### src/rtl/hee_pkg.sv
package hee_pkg;

  localparam int SAMPLE_BITS    = 16;
  localparam int COEF_FRAC_BITS = 18;

  localparam int COEF_W    = 20;
  localparam int GAIN_W    = 16;
  localparam int OUT_W     = 18;
  localparam int LVL_W     = 35;
  localparam int DIFF_LO_W = 18;
  localparam int DIFF_HI_W = LVL_W - DIFF_LO_W;

  localparam int IN_TD_W  = ((SAMPLE_BITS + 7) / 8) * 8;
  localparam int OUT_TD_W = ((OUT_W + 2 * LVL_W + 7) / 8) * 8;

  localparam int MA_W  = COEF_W + 1;
  localparam int MB_W  = ((SAMPLE_BITS > OUT_W) ? SAMPLE_BITS : OUT_W) + 1;
  localparam int PW    = MA_W + MB_W;
  localparam int ACC_W = LVL_W + GAIN_W + 1;

  localparam int NUM_REGS = 8;
  localparam int ADDR_W   = 5;
  localparam int PC_W     = 5;

  localparam logic [LVL_W-1:0] LVL_MAX = LVL_W'(64'd1 << (2 * (OUT_W - 1)));

  typedef enum logic [2:0] {
    R_B0, R_B1, R_B2, R_A1, R_A2, R_ATTACK, R_RELEASE, R_FALL
  } reg_e;

  typedef enum logic [3:0] {
    M_NONE, M_B0X, M_B1P1, M_B2P2, M_A1Y1, M_A2Y2, M_SQ, M_GLO, M_GHI
  } msel_e;

  typedef enum logic {G_ENV, G_FALL} gsel_e;

  typedef enum logic [2:0] {A_NONE, A_LOAD, A_ADD, A_SUB, A_ADDHI} aop_e;

  typedef enum logic [2:0] {X_NONE, X_SAT, X_EDIFF, X_ENV, X_PEAK} act_e;

  typedef enum logic [1:0] {J_NEXT, J_RISE, J_END} jmp_e;

  typedef struct packed {
    msel_e            msel;
    gsel_e            gsel;
    aop_e             aop;
    act_e             act;
    jmp_e             jmp;
    logic [PC_W-1:0]  target;
  } ctrl_t;

  typedef struct packed {
    logic start;
    logic cond;
    logic hold;
  } stat_t;

  localparam ctrl_t CTRL_NOP = '{M_NONE, G_ENV, A_NONE, X_NONE, J_NEXT, '0};

  // The product of the step before is what the accumulator sees.
  function automatic ctrl_t ucode(input logic [PC_W-1:0] pc);
    ctrl_t c;
    c = CTRL_NOP;
    case (pc)
      5'd0:  c.msel = M_B0X;
      5'd1:  begin c.msel = M_B1P1; c.aop = A_LOAD; end
      5'd2:  begin c.msel = M_B2P2; c.aop = A_ADD;  end
      5'd3:  begin c.msel = M_A1Y1; c.aop = A_ADD;  end
      5'd4:  begin c.msel = M_A2Y2; c.aop = A_SUB;  end
      5'd5:  c.aop = A_SUB;
      5'd6:  c.act = X_SAT;
      5'd7:  c.msel = M_SQ;
      5'd8:  c.act = X_EDIFF;
      5'd9:  c.msel = M_GLO;
      5'd10: begin c.msel = M_GHI; c.aop = A_LOAD; end
      5'd11: c.aop = A_ADDHI;
      5'd12: begin c.act = X_ENV; c.jmp = J_RISE; c.target = 5'd16; end
      5'd13: begin c.msel = M_GLO; c.gsel = G_FALL; end
      5'd14: begin c.msel = M_GHI; c.gsel = G_FALL; c.aop = A_LOAD; end
      5'd15: c.aop = A_ADDHI;
      5'd16: begin c.act = X_PEAK; c.jmp = J_END; end
      default: c = CTRL_NOP;
    endcase
    return c;
  endfunction

endpackage

### src/rtl/hee_seq.sv
module hee_seq (
  input  logic            clk_i,
  input  logic            rst_ni,
  input  hee_pkg::stat_t  stat_i,
  output hee_pkg::ctrl_t  ctrl_o,
  output logic            busy_o
);
  import hee_pkg::*;

  logic            busy_q, busy_d;
  logic [PC_W-1:0] pc_q, pc_d;
  ctrl_t           word;

  assign word   = ucode(pc_q);
  assign ctrl_o = busy_q ? word : CTRL_NOP;
  assign busy_o = busy_q;

  always_comb begin
    busy_d = busy_q;
    pc_d   = pc_q;
    if (!busy_q) begin
      if (stat_i.start) begin
        busy_d = 1'b1;
        pc_d   = '0;
      end
    end else begin
      unique case (word.jmp)
        J_NEXT: pc_d = pc_q + 1'b1;
        J_RISE: pc_d = stat_i.cond ? word.target : pc_q + 1'b1;
        J_END: begin
          if (!stat_i.hold) begin
            busy_d = 1'b0;
          end
        end
        default: pc_d = pc_q;
      endcase
    end
  end

  always_ff @(posedge clk_i or negedge rst_ni) begin
    if (!rst_ni) begin
      busy_q <= 1'b0;
      pc_q   <= '0;
    end else begin
      busy_q <= busy_d;
      pc_q   <= pc_d;
    end
  end

endmodule

### src/rtl/highpass_energy_envelope.sv
// The result is loaded into the output register at the program's last step; when the
// envelope passes the peak, the program skips the peak decay steps and jumps to it.
// A new item is taken only once the program has ended; a microcoded program of up to
// 17 steps drives one shared 21x19 multiplier and a 52-bit accumulator, one step per
// cycle, but a stalled result holds the last step until the output is taken.
// A new item is taken while the previous result still waits in the output register.
// Reset clears the filter history, envelope and peak to zero and loads the
// registers with their default coefficients and gains.
module highpass_energy_envelope (
  input  logic                              clk_i,
  input  logic                              rst_ni,
  input  logic                              s_axis_tvalid,
  output logic                              s_axis_tready,
  // sample
  input  logic [hee_pkg::IN_TD_W-1:0]       s_axis_tdata,
  output logic                              m_axis_tvalid,
  input  logic                              m_axis_tready,
  // filtered, energy_level, peak_level
  output logic [hee_pkg::OUT_TD_W-1:0]      m_axis_tdata,
  input  logic                              psel,
  input  logic                              penable,
  input  logic                              pwrite,
  input  logic [hee_pkg::ADDR_W-1:0]        paddr,
  input  logic [31:0]                       pwdata,
  output logic [31:0]                       prdata,
  output logic                              pready
);
  import hee_pkg::*;

  logic signed [COEF_W-1:0] coef_q [5];
  logic [GAIN_W-1:0]        att_q, rel_q, fall_q;

  logic signed [SAMPLE_BITS-1:0] x_q, p1_q, p2_q;
  logic signed [OUT_W-1:0]       y1_q, y2_q;
  logic [LVL_W-1:0]              env_q, peak_q, diff_q;
  logic                          rise_q;
  logic signed [PW-1:0]          prod_q;
  logic signed [ACC_W-1:0]       acc_q;

  logic                  out_valid_q;
  logic [OUT_W-1:0]      out_y_q;
  logic [LVL_W-1:0]      out_env_q, out_peak_q;

  ctrl_t ctrl;
  stat_t stat;
  logic  busy;

  logic signed [MA_W-1:0]  mul_a;
  logic signed [MB_W-1:0]  mul_b;
  logic [GAIN_W-1:0]       gain;
  logic [OUT_W-1:0]        mag;
  logic signed [ACC_W-1:0] prod_ext;
  logic signed [OUT_W-1:0] y_sat;
  logic [LVL_W-1:0]        energy, step_v, env_new, peak_new;
  logic                    env_gt;
  logic                    hold, wr_en;
  reg_e                    widx;

  localparam int SAT_LO = COEF_FRAC_BITS + OUT_W - 1;

  assign s_axis_tready = !busy;
  assign hold          = out_valid_q && !m_axis_tready;

  assign stat.start = s_axis_tvalid && s_axis_tready;
  assign stat.cond  = env_gt;
  assign stat.hold  = hold;

  hee_seq u_seq (
    .clk_i  (clk_i),
    .rst_ni (rst_ni),
    .stat_i (stat),
    .ctrl_o (ctrl),
    .busy_o (busy)
  );

  assign gain = (ctrl.gsel == G_FALL) ? fall_q : (rise_q ? att_q : rel_q);
  assign mag  = y1_q[OUT_W-1] ? (~y1_q + 1'b1) : y1_q;

  always_comb begin
    mul_a = '0;
    mul_b = '0;
    case (ctrl.msel)
      M_B0X:  begin mul_a = MA_W'(coef_q[0]); mul_b = MB_W'(x_q);  end
      M_B1P1: begin mul_a = MA_W'(coef_q[1]); mul_b = MB_W'(p1_q); end
      M_B2P2: begin mul_a = MA_W'(coef_q[2]); mul_b = MB_W'(p2_q); end
      M_A1Y1: begin mul_a = MA_W'(coef_q[3]); mul_b = MB_W'(y1_q); end
      M_A2Y2: begin mul_a = MA_W'(coef_q[4]); mul_b = MB_W'(y2_q); end
      M_SQ: begin
        mul_a = $signed({{(MA_W-OUT_W){1'b0}}, mag});
        mul_b = $signed({{(MB_W-OUT_W){1'b0}}, mag});
      end
      M_GLO: begin
        mul_a = $signed({{(MA_W-GAIN_W){1'b0}}, gain});
        mul_b = $signed({{(MB_W-DIFF_LO_W){1'b0}}, diff_q[DIFF_LO_W-1:0]});
      end
      M_GHI: begin
        mul_a = $signed({{(MA_W-GAIN_W){1'b0}}, gain});
        mul_b = $signed({{(MB_W-DIFF_HI_W){1'b0}}, diff_q[LVL_W-1:DIFF_LO_W]});
      end
      default: begin
        mul_a = '0;
        mul_b = '0;
      end
    endcase
  end

  assign prod_ext = {{(ACC_W-PW){prod_q[PW-1]}}, prod_q};

  always_comb begin
    if (&acc_q[ACC_W-1:SAT_LO] || !(|acc_q[ACC_W-1:SAT_LO])) begin
      y_sat = acc_q[SAT_LO:COEF_FRAC_BITS];
    end else if (acc_q[ACC_W-1]) begin
      y_sat = {1'b1, {(OUT_W-1){1'b0}}};
    end else begin
      y_sat = {1'b0, {(OUT_W-1){1'b1}}};
    end
  end

  assign energy   = prod_q[LVL_W-1:0];
  assign step_v   = acc_q[GAIN_W+LVL_W-1:GAIN_W];
  assign env_new  = rise_q ? (env_q + step_v) : (env_q - step_v);
  assign env_gt   = (ctrl.act == X_ENV) && (env_new > peak_q);
  assign peak_new = rise_q ? env_q : (peak_q - step_v);

  always_ff @(posedge clk_i) begin
    prod_q <= mul_a * mul_b;
    if (stat.start) begin
      x_q <= s_axis_tdata[SAMPLE_BITS-1:0];
    end
    case (ctrl.aop)
      A_LOAD:  acc_q <= prod_ext;
      A_ADD:   acc_q <= acc_q + prod_ext;
      A_SUB:   acc_q <= acc_q - prod_ext;
      A_ADDHI: acc_q <= acc_q + (prod_ext <<< DIFF_LO_W);
      default: acc_q <= acc_q;
    endcase
    case (ctrl.act)
      X_EDIFF: begin
        rise_q <= energy > env_q;
        diff_q <= (energy > env_q) ? (energy - env_q) : (env_q - energy);
      end
      X_ENV: begin
        rise_q <= env_gt;
        diff_q <= peak_q;
      end
      default: begin
        rise_q <= rise_q;
        diff_q <= diff_q;
      end
    endcase
  end

  assign wr_en = psel && penable && pwrite;
  assign widx  = reg_e'(paddr[ADDR_W-1:2]);

  always_ff @(posedge clk_i or negedge rst_ni) begin
    if (!rst_ni) begin
      coef_q[0]   <= COEF_W'(262144);
      coef_q[1]   <= '0;
      coef_q[2]   <= '0;
      coef_q[3]   <= '0;
      coef_q[4]   <= '0;
      att_q       <= GAIN_W'(3971);
      rel_q       <= GAIN_W'(408);
      fall_q      <= GAIN_W'(82);
      p1_q        <= '0;
      p2_q        <= '0;
      y1_q        <= '0;
      y2_q        <= '0;
      env_q       <= '0;
      peak_q      <= '0;
      out_valid_q <= 1'b0;
      out_y_q     <= '0;
      out_env_q   <= '0;
      out_peak_q  <= '0;
    end else begin
      if (wr_en) begin
        unique case (widx)
          R_B0:      coef_q[0] <= pwdata[COEF_W-1:0];
          R_B1:      coef_q[1] <= pwdata[COEF_W-1:0];
          R_B2:      coef_q[2] <= pwdata[COEF_W-1:0];
          R_A1:      coef_q[3] <= pwdata[COEF_W-1:0];
          R_A2:      coef_q[4] <= pwdata[COEF_W-1:0];
          R_ATTACK:  att_q     <= pwdata[GAIN_W-1:0];
          R_RELEASE: rel_q     <= pwdata[GAIN_W-1:0];
          R_FALL:    fall_q    <= pwdata[GAIN_W-1:0];
          default:   att_q     <= att_q;
        endcase
      end
      if (ctrl.act == X_SAT) begin
        p2_q <= p1_q;
        p1_q <= x_q;
        y2_q <= y1_q;
        y1_q <= y_sat;
      end
      if (ctrl.act == X_ENV) begin
        env_q <= env_new;
      end
      if (ctrl.act == X_PEAK && !hold) begin
        peak_q      <= peak_new;
        out_valid_q <= 1'b1;
        out_y_q     <= y1_q;
        out_env_q   <= env_q;
        out_peak_q  <= peak_new;
      end else if (m_axis_tready) begin
        out_valid_q <= 1'b0;
      end
    end
  end

  always_comb begin
    prdata = '0;
    unique case (widx)
      R_B0:      prdata = 32'(coef_q[0]) & 32'((64'd1 << COEF_W) - 1);
      R_B1:      prdata = 32'(coef_q[1]) & 32'((64'd1 << COEF_W) - 1);
      R_B2:      prdata = 32'(coef_q[2]) & 32'((64'd1 << COEF_W) - 1);
      R_A1:      prdata = 32'(coef_q[3]) & 32'((64'd1 << COEF_W) - 1);
      R_A2:      prdata = 32'(coef_q[4]) & 32'((64'd1 << COEF_W) - 1);
      R_ATTACK:  prdata = 32'(att_q);
      R_RELEASE: prdata = 32'(rel_q);
      R_FALL:    prdata = 32'(fall_q);
      default:   prdata = '0;
    endcase
  end

  assign pready        = 1'b1;
  assign m_axis_tvalid = out_valid_q;
  assign m_axis_tdata  = OUT_TD_W'({out_peak_q, out_env_q, out_y_q});

endmodule

### config.mk
export PLATFORM = sky130hd
export DESIGN_NAME = highpass_energy_envelope
export DESIGN_NICKNAME = d
export VERILOG_FILES = /design/src/rtl/hee_pkg.sv /design/src/rtl/hee_seq.sv /design/src/rtl/highpass_energy_envelope.sv
export SDC_FILE = /design/constraint.sdc
export NUM_CORES = 2
export LEC_CHECK = 0
export BUFFER_PORTS_ARGS = -buffer_cell sky130_fd_sc_hd__buf_4
export CAP_MARGIN = 10
export CORE_ASPECT_RATIO = 0.8
export CORE_UTILIZATION = 51
export DETAILED_ROUTE_END_ITERATION = 8
export PLACE_DENSITY = 0.71
export SETUP_SLACK_MARGIN = 0.2
export SYNTH_ARGS = -nofsm -noshare
export SYNTH_HDL_FRONTEND = slang
export SYNTH_SLANG_ARGS = --single-unit
### constraint.sdc
create_clock -name clk_i -period 8.3 [get_ports clk_i]
set_input_delay 0.83 -clock clk_i [delete_from_list [all_inputs] [get_ports clk_i]]
set_output_delay 0.83 -clock clk_i [all_outputs]
set_load 0.01 [all_outputs]
# Yosys cells after proc, flatten, opt, wreduce, memory -nomap -nowiden

Cells that the tools add are included.

Register bits after elaboration: 490
Output and inout bits: 123
Logic and storage cells: 148

Bitwise logic cells: 1
$lt $le $gt $ge: 2
Equality and inequality tests: 42
Add/sub/neg operators: 10
$mul: 1
Reduce and logical (&&, ||, !) cells: 37
Mux-type cells: 31

Operator list:

| cell                                                | count |
|---|---|
| one-hot mux 32 bit (8 select lines)                 | 1 |
| one-hot mux 52 bit (4 select lines)                 | 1 |
| one-hot mux 19 bit (8 select lines)                 | 1 |
| one-hot mux 21 bit (7 select lines)                 | 1 |
| subtractor 35 bit                                   | 4 |
| two-way mux 35 bit                                  | 3 |
| two-way mux 18 bit                                  | 4 |
| greater-than comparator 35 bit                      | 2 |
| one-hot mux 35 bit (2 select lines)                 | 1 |
| adder 52 x 40 -> 52 bit                             | 1 |
| adder 52 bit                                        | 1 |
| subtractor 52 x 40 -> 52 bit                        | 1 |
| equality test 5 x 4 -> 1 bit, second input constant | 8 |
| multiplier 21 x 19 -> 40 bit                        | 1 |
| adder 35 bit                                        | 1 |
| two-way mux 16 bit                                  | 2 |
| one-hot mux 4 bit (8 select lines)                  | 1 |
| one-hot mux 3 bit (4 select lines)                  | 2 |
| equality test 5 x 3 -> 1 bit, second input constant | 4 |
| two-way mux 5 bit                                   | 4 |
| adder 18 x 1 -> 18 bit, second input constant       | 1 |
| equality test 3 x 2 -> 1 bit, second input constant | 6 |
| equality test 3 bit, second input constant          | 6 |
| NOT 18 bit                                          | 1 |
| other kinds (29)                                    | 66 |

# Logic depth before layout (Yosys ltp)

Depth after elaboration: 9
Mapped depth: 42
Mapped depth without buffers: 38

# Modules after synthesis

A second synthesis with hierarchy kept.

Cell total of the unflattened synthesis: 5663
Area total of the unflattened synthesis: 50189.4 um^2

By module, submodules not included:

| module                   | seq. area each (um^2) | times used | area an instance (um^2) | cells each |
|---|---|---|---|---|
| highpass_energy_envelope | 12450.7               | 1          | 49540.0                 | 5585 |
| hee_seq                  | 150.1                 | 1          | 649.4                   | 78 |

# Worst setup path before layout

No wires, ideal clock.

Path kind: reg2reg
Start: register u_seq.pc_q[0]
End: register prod_q[37]
Clock period less this slack: 8.975 ns
Buffers on the path: 4
Setup time: 0.072 ns
Cell stages (with the launch flop): 39
Setup slack: -0.675 ns
Data arrival time: 8.903 ns
Required time: 8.228 ns
Path through: dfrtp_1 > inv_1 > ha_1 > clkbuf_1 > nand2_1 > nand2_1 > o21a_1 > nand3_1 > nor2_1 > clkbuf_1 > clkbuf_1 > a32oi_1 > o2111ai_1 > clkbuf_1 > nand2_1 > fa_1 > inv_1 > fa_1 > [3 not listed] > fa_1 > fa_1 > inv_1 > fa_1 > inv_1 > ha_1 > ha_1 > a21o_1 > a21oi_1 > nor4b_1 > o31ai_1 > a41oi_1 > o21ai_0 > a41oi_1 > o311ai_0 > a21o_1 > a21oi_1 > xnor2_1

Longest elaborated chain between the ends: 8
Elaborated cells on any way between the ends: 29

RTL lines:

| item                                                                | RTL line                        | text |
|---|---|---|
| start, declared                                                     | hee_seq.sv:11                   | `logic [PC_W-1:0] pc_q, pc_d;` |
| start signal, assigned                                              | hee_seq.sv:46                   | `pc_q <= pc_d;` |
| equality test 5 x 4 -> 1 bit                                        | hee_pkg.sv:64                   | `case (pc)` |
| OR reduction 2 bit (no line)                                        | -                               |  |
| one-hot mux 4 bit (8 select lines)                                  | hee_pkg.sv:64                   |  |
| two-way mux 18 bit *                                                | hee_seq.sv:15                   | `assign ctrl_o = busy_q ? word : CTRL_NOP;` |
| equality test 4 bit or equality test 4 x 3 -> 1 bit (tied branches) | highpass_energy_envelope.sv:82  | `case (ctrl.msel)` |
| OR reduction 2 bit (no line)                                        | -                               |  |
| one-hot mux 21 bit (7 select lines)                                 | highpass_energy_envelope.sv:82  |  |
| multiplier 21 x 19 -> 40 bit *                                      | highpass_energy_envelope.sv:126 | `prod_q <= mul_a * mul_b;` |
| end signal, assigned                                                | highpass_energy_envelope.sv:126 |  |
| end, declared                                                       | highpass_energy_envelope.sv:37  | `logic signed [PW-1:0] prod_q;` |

Every way passes the cells marked *; elsewhere a longest branch is shown, timed or not.
A chain may end at the register's enable or synchronous reset.

# Final worst setup path

Start: register u_seq.pc_q[1]
End: register prod_q[37]

Same word-level chain as after synthesis.

==> flow_metrics.py <==
metrics = {
    "setup_path": {
        "cp_slowest_stage_delay_ns": 0.55,
        "critical_path.most_common_cell": "sky130_fd_sc_hd__fa_1",
        "worst-r2r-setup-slack_ns": -0.34,
        "rr_endpoint": "prod_q[37]",
        "cpLargestDelayFamily": "adder cells",
        "worst_path_slowest_cell": "sky130_fd_sc_hd__fa_1",
        "cp-end-kind": "flip-flop",
        "critical_path.n_buffers_inverters": 10,
        "path_depth_of_the_worst_reg2reg_path": 34,
        "timing.critical_path.from_type": "flip-flop",
        "critical_path_peak_fanout": 7,
        "worstPathRequired_ns": 8.82,
        "criticalPathCategory": "flip-flop to flip-flop",
        "worst-path-stages": 34,
        "timing.rr.start": "u_seq.pc_q[1]",
        "critical_path_arrival_ns": 9.16,
    },
    "power_and_ir_drop": {
        "power_switching_share_pct": 51.6,
        "power_per_cell_area_nw_per_um2": 462,
        "worst_ir_drop_vdd_mv": 0.310,
        "share_clk_of_total_power_pct": 9.9,
        "int_pwr_mw": 13.2,
        "cellLeakagePower_nw": 28.6,
        "combPwrFrac_pct": 73.5,
        "reported_net_switching_power_mw": 14.1,
        "p_seq_share_pct": 16.6,
    },
    "placed_design": {
        "place.detailed.hpwl_mm": 134,
        "place.gp.congestion": 1.02,
        "pre_cts_ws_ns": -0.356,
        "portBuffers": 155,
    },
    "run_status": {
        "violations_in_the_final_reports": "setup timing",
        "run_status": "complete, but fails checks",
    },
    "timing": {
        "period_share_pct": 104,
        "slew_limit_headroom_pct": 18.8,
        "fin_crit_ns": 8.64,
        "tightest_slew_ns": 1.22,
        "fin_setup_tns_ns": -2.87,
        "rsz0062_at_grt": "true",
        "maxClockFrequency_mhz": 116,
        "number_of_hold_violations_in_the_final_report": 0,
        "slew_viol_final": 0,
        "worst_hold_slack_ns": 0.182,
        "finalSetupViolCount": 12,
        "setup_ws_ns": -0.337,
        "clock-skew-final_ns": 0.0422,
    },
    "yosys": {
        "synth_enable_flop_cells": 104,
        "synthesis.yosys.warnings": 0,
        "async_flop_share_pct": 70.6,
        "synth.ff_latch_count": 490,
        "register_area_share_after_synthesis_pct": 25.2,
        "synthesis.area_per_instance_um2": 8.84,
        "synth_cell_type_count": 85,
        "syn-instance-count": 5662,
        "mappedNetlistArea_um2": 50000,
        "synth_top_flop_cell": "sky130_fd_sc_hd__dfrtp_1",
    },
    "clock_tree": {
        "clock_tree.htree_level_count": 2,
        "tritoncts": "yes",
        "cts.sink_count": 490,
        "worstSkewPairLatency_ns": 0.67,
        "cts.hold.buffers_added": 0,
        "clk_transition_reported_paths_ns": 0.06,
        "cts_made_buffers": 55,
        "cts_root_buf": "sky130_fd_sc_hd__clkbuf_16",
        "clock_path_buffers": 3,
    },
    "grt": {
        "antenna_violations_before_repair": 2,
        "first_global_vias": 43045,
        "overall_global_routing_usage_pct": 34.1,
        "maximum_number_of_pins_on_one_net_before_global_route_repair": 140,
        "grt_remaining_overflow": 0,
        "grt_first_pass_wirelength_mm": 262,
    },
    "drt": {
        "drc": 0,
        "post_drt_wl_per_cell_um": 23.0,
        "dr.pass1.iters": 8,
        "drt.antenna.violating_nets": 0,
        "routed_wirelength_mm": 171,
        "dr.first_iter.drc_count": 5184,
        "vias": 44693,
        "via_per_inst": 6.00,
    },
    "run": {
        "max-cap-violations": 0,
    },
    "die": {
        "fp.dieArea_um2": 99400,
        "initial_utilization_pct": 51.6,
        "die_w_um": 352,
        "die_y_um": 282,
        "rows": 102,
        "top_level_ports": 183,
        "fp.coreArea_um2": 97000,
    },
    "layout": {
        "layout.nets": 6944,
        "post_route_cells_drive_above_1_share_pct": 19.5,
        "syn_to_final_growth_pct": 18.1,
        "filler_cell_count": 8183,
        "final_core_util_pct": 60.9,
    },
    "worst_hold_path": {
        "holdCritPathClass": "input port to asynchronous set/reset pin",
    },
}
per-stage QoR:
step / std cells / power, mW / cell area, um2
2_1_floorplan: 5673 / 16.9 / 50400
3_3_place_gp: 7270 / 23.1 / 55500
3_5_place_dp: 7270 / 23.3 / 55500
4_1_cts: 7432 / 26.5 / 58500
5_1_grt: 7453 / 29.1 / 59100
6_report: 7454 / 27.3 / 59100
per-layer routing:
layer	GRT usage [%]	routed length, um	part of all wire (%)	vias up
met5	0	13	0.0076	-
met2	49.7	72600	42	2238
met1	50.6	74400	43	22025
li1	-	-	-	20148
met4	9.09	4560	2.7	2
met3	7.85	19600	11	280
worst max-delay path by stage:
stage	start	to	slack, ns
final	u_seq.pc_q[1]	prod_q[37]	-0.34
after global routing	u_seq.pc_q[1]	prod_q[37]	-0.67
after CTS	u_seq.pc_q[1]	prod_q[37]	-0.17
after detailed placement	u_seq.pc_q[1]	prod_q[39]	-0.36
after global placement	u_seq.pc_q[0]	prod_q[39]	-0.34
after floorplan	u_seq.busy_o	prod_q[39]	0.21
synthesized netlist by cell type (38+ instances only):
| cell | count | share of area, % |
|---|---|---|
| sky130_fd_sc_hd__a211oi_1 | 47 | 0.71 |
| sky130_fd_sc_hd__a21o_1 | 161 | 2.4 |
| sky130_fd_sc_hd__a21oi_1 | 376 | 3.8 |
| sky130_fd_sc_hd__a31oi_1 | 43 | 0.54 |
| sky130_fd_sc_hd__and2_1 | 60 | 0.75 |
| sky130_fd_sc_hd__clkbuf_1 | 211 | 1.6 |
| sky130_fd_sc_hd__dfrtp_1 | 331 | 17 |
| sky130_fd_sc_hd__dfxtp_1 | 40 | 1.6 |
| sky130_fd_sc_hd__edfxtp_1 | 104 | 6.2 |
| sky130_fd_sc_hd__fa_1 | 397 | 16 |
| sky130_fd_sc_hd__ha_1 | 381 | 9.5 |
| sky130_fd_sc_hd__inv_1 | 664 | 5.0 |
| sky130_fd_sc_hd__mux2_2 | 210 | 4.7 |
| sky130_fd_sc_hd__mux2i_1 | 84 | 1.7 |
| sky130_fd_sc_hd__nand2_1 | 676 | 5.1 |
| sky130_fd_sc_hd__nand2b_1 | 45 | 0.56 |
| sky130_fd_sc_hd__nand3_1 | 92 | 0.92 |
| sky130_fd_sc_hd__nand4_1 | 78 | 0.98 |
| sky130_fd_sc_hd__nor2_1 | 364 | 2.7 |
| sky130_fd_sc_hd__nor2b_1 | 48 | 0.60 |
| sky130_fd_sc_hd__nor3_1 | 57 | 0.57 |
| sky130_fd_sc_hd__o21ai_0 | 366 | 3.7 |
| sky130_fd_sc_hd__o21bai_1 | 38 | 0.57 |
| sky130_fd_sc_hd__o31ai_1 | 39 | 0.59 |
| sky130_fd_sc_hd__xnor2_1 | 202 | 3.5 |
| sky130_fd_sc_hd__xor2_1 | 88 | 1.5 |
worst reg2reg max path: cells and delay by family, from the launching register on:
kind / cells / cell delay [ns]
compound gates: 9 / 2.00
xor+xnor: 1 / 0.11
fa+ha+maj: 9 / 4.07
buf+inv: 10 / 1.17
flops: 1 / 0.45
simple gates: 5 / 0.69
cells in the final DEF (no fill, tap or decap), types with 46 or more instances in the layout:
cell type,synthesis,final
sky130_fd_sc_hd__nor2b_1,48,46
sky130_fd_sc_hd__buf_4,20,581
sky130_fd_sc_hd__dfrtp_1,331,330
sky130_fd_sc_hd__a21oi_1,376,356
sky130_fd_sc_hd__nand2_1,676,661
sky130_fd_sc_hd__o21ai_0,366,354
sky130_fd_sc_hd__a21o_1,161,161
sky130_fd_sc_hd__fa_1,397,382
sky130_fd_sc_hd__mux2_2,210,210
sky130_fd_sc_hd__xor2_1,88,88
sky130_fd_sc_hd__ha_1,381,360
sky130_fd_sc_hd__mux2i_1,84,84
sky130_fd_sc_hd__nor3_1,57,50
sky130_fd_sc_hd__clkbuf_16,0,57
sky130_fd_sc_hd__nand3_1,92,84
sky130_fd_sc_hd__inv_1,664,642
sky130_fd_sc_hd__edfxtp_1,104,104
sky130_fd_sc_hd__nand4_1,78,78
sky130_fd_sc_hd__nor2_1,364,351
sky130_fd_sc_hd__xnor2_1,202,201
sky130_fd_sc_hd__and2_1,60,56
cell type report:
type	count	area [um2]	share of cell area, %
Sequential cell	490	12600	21.3
Clock buffer	79	1580	2.67
Timing Repair Buffer	656	5470	9.26
Clock inverter	25	412	0.697
Inverter	665	2500	4.23
Tap cell	1300	1630	2.75
Antenna cell	1	2.50	0.00423
Multi-Input combinational cell	4238	34900	59.1
power by group through the flow:
stage	Combinational, mW	Clock (mW)	Sequential (mW)
floorplan	12.8	0	4.13
global placement	18.6	0	4.50
detailed placement	18.8	0	4.52
CTS	19.3	2.72	4.48
global route	21.7	2.82	4.58
finish	20.1	2.70	4.53
sequential cells by signal, indices dropped and copies added, names as in the netlist:
register	count
att_q	16
out_y_q	18
rel_q	16
u_seq.busy_o	1
rise_q	1
p2_q	16
x_q	16
diff_q	35
fall_q	16
acc_q	52
env_q	35
y1_q	18
y2_q	18
out_peak_q	35
p1_q	16
prod_q	40
u_seq.pc_q	5
m_axis_tvalid	1
coef_q	100
out_env_q	35
cells by family (layout without fill, tap and decap cells):
logic type               count (synthesis)  after routing  share of synthesized area, %
other                                    2             14                        0.0150
flip-flops                             490            490                          25.2
adder cells (fa/ha/maj)                778            778                          25.4
AND/OR/NAND/NOR                       1531           1531                          13.7
buffers and inverters                  945           1425                          7.33
XOR/XNOR                               290            290                          5.08
AO/OA/AOI/OAI                         1320           1320                          16.3
multiplexers                           306            306                          6.93
timing repair:
| item | CTS | global route |
|---|---|---|
| gates resized for setup | 138 | 104 |
| pin swaps | 63 | 101 |
| gates cloned | 1 | 1 |
| setup buffers | 57 | 20 |
| endpoints found under the setup margin | 18 | 23 |
Note: power is estimated with default switching activity, not from simulation.
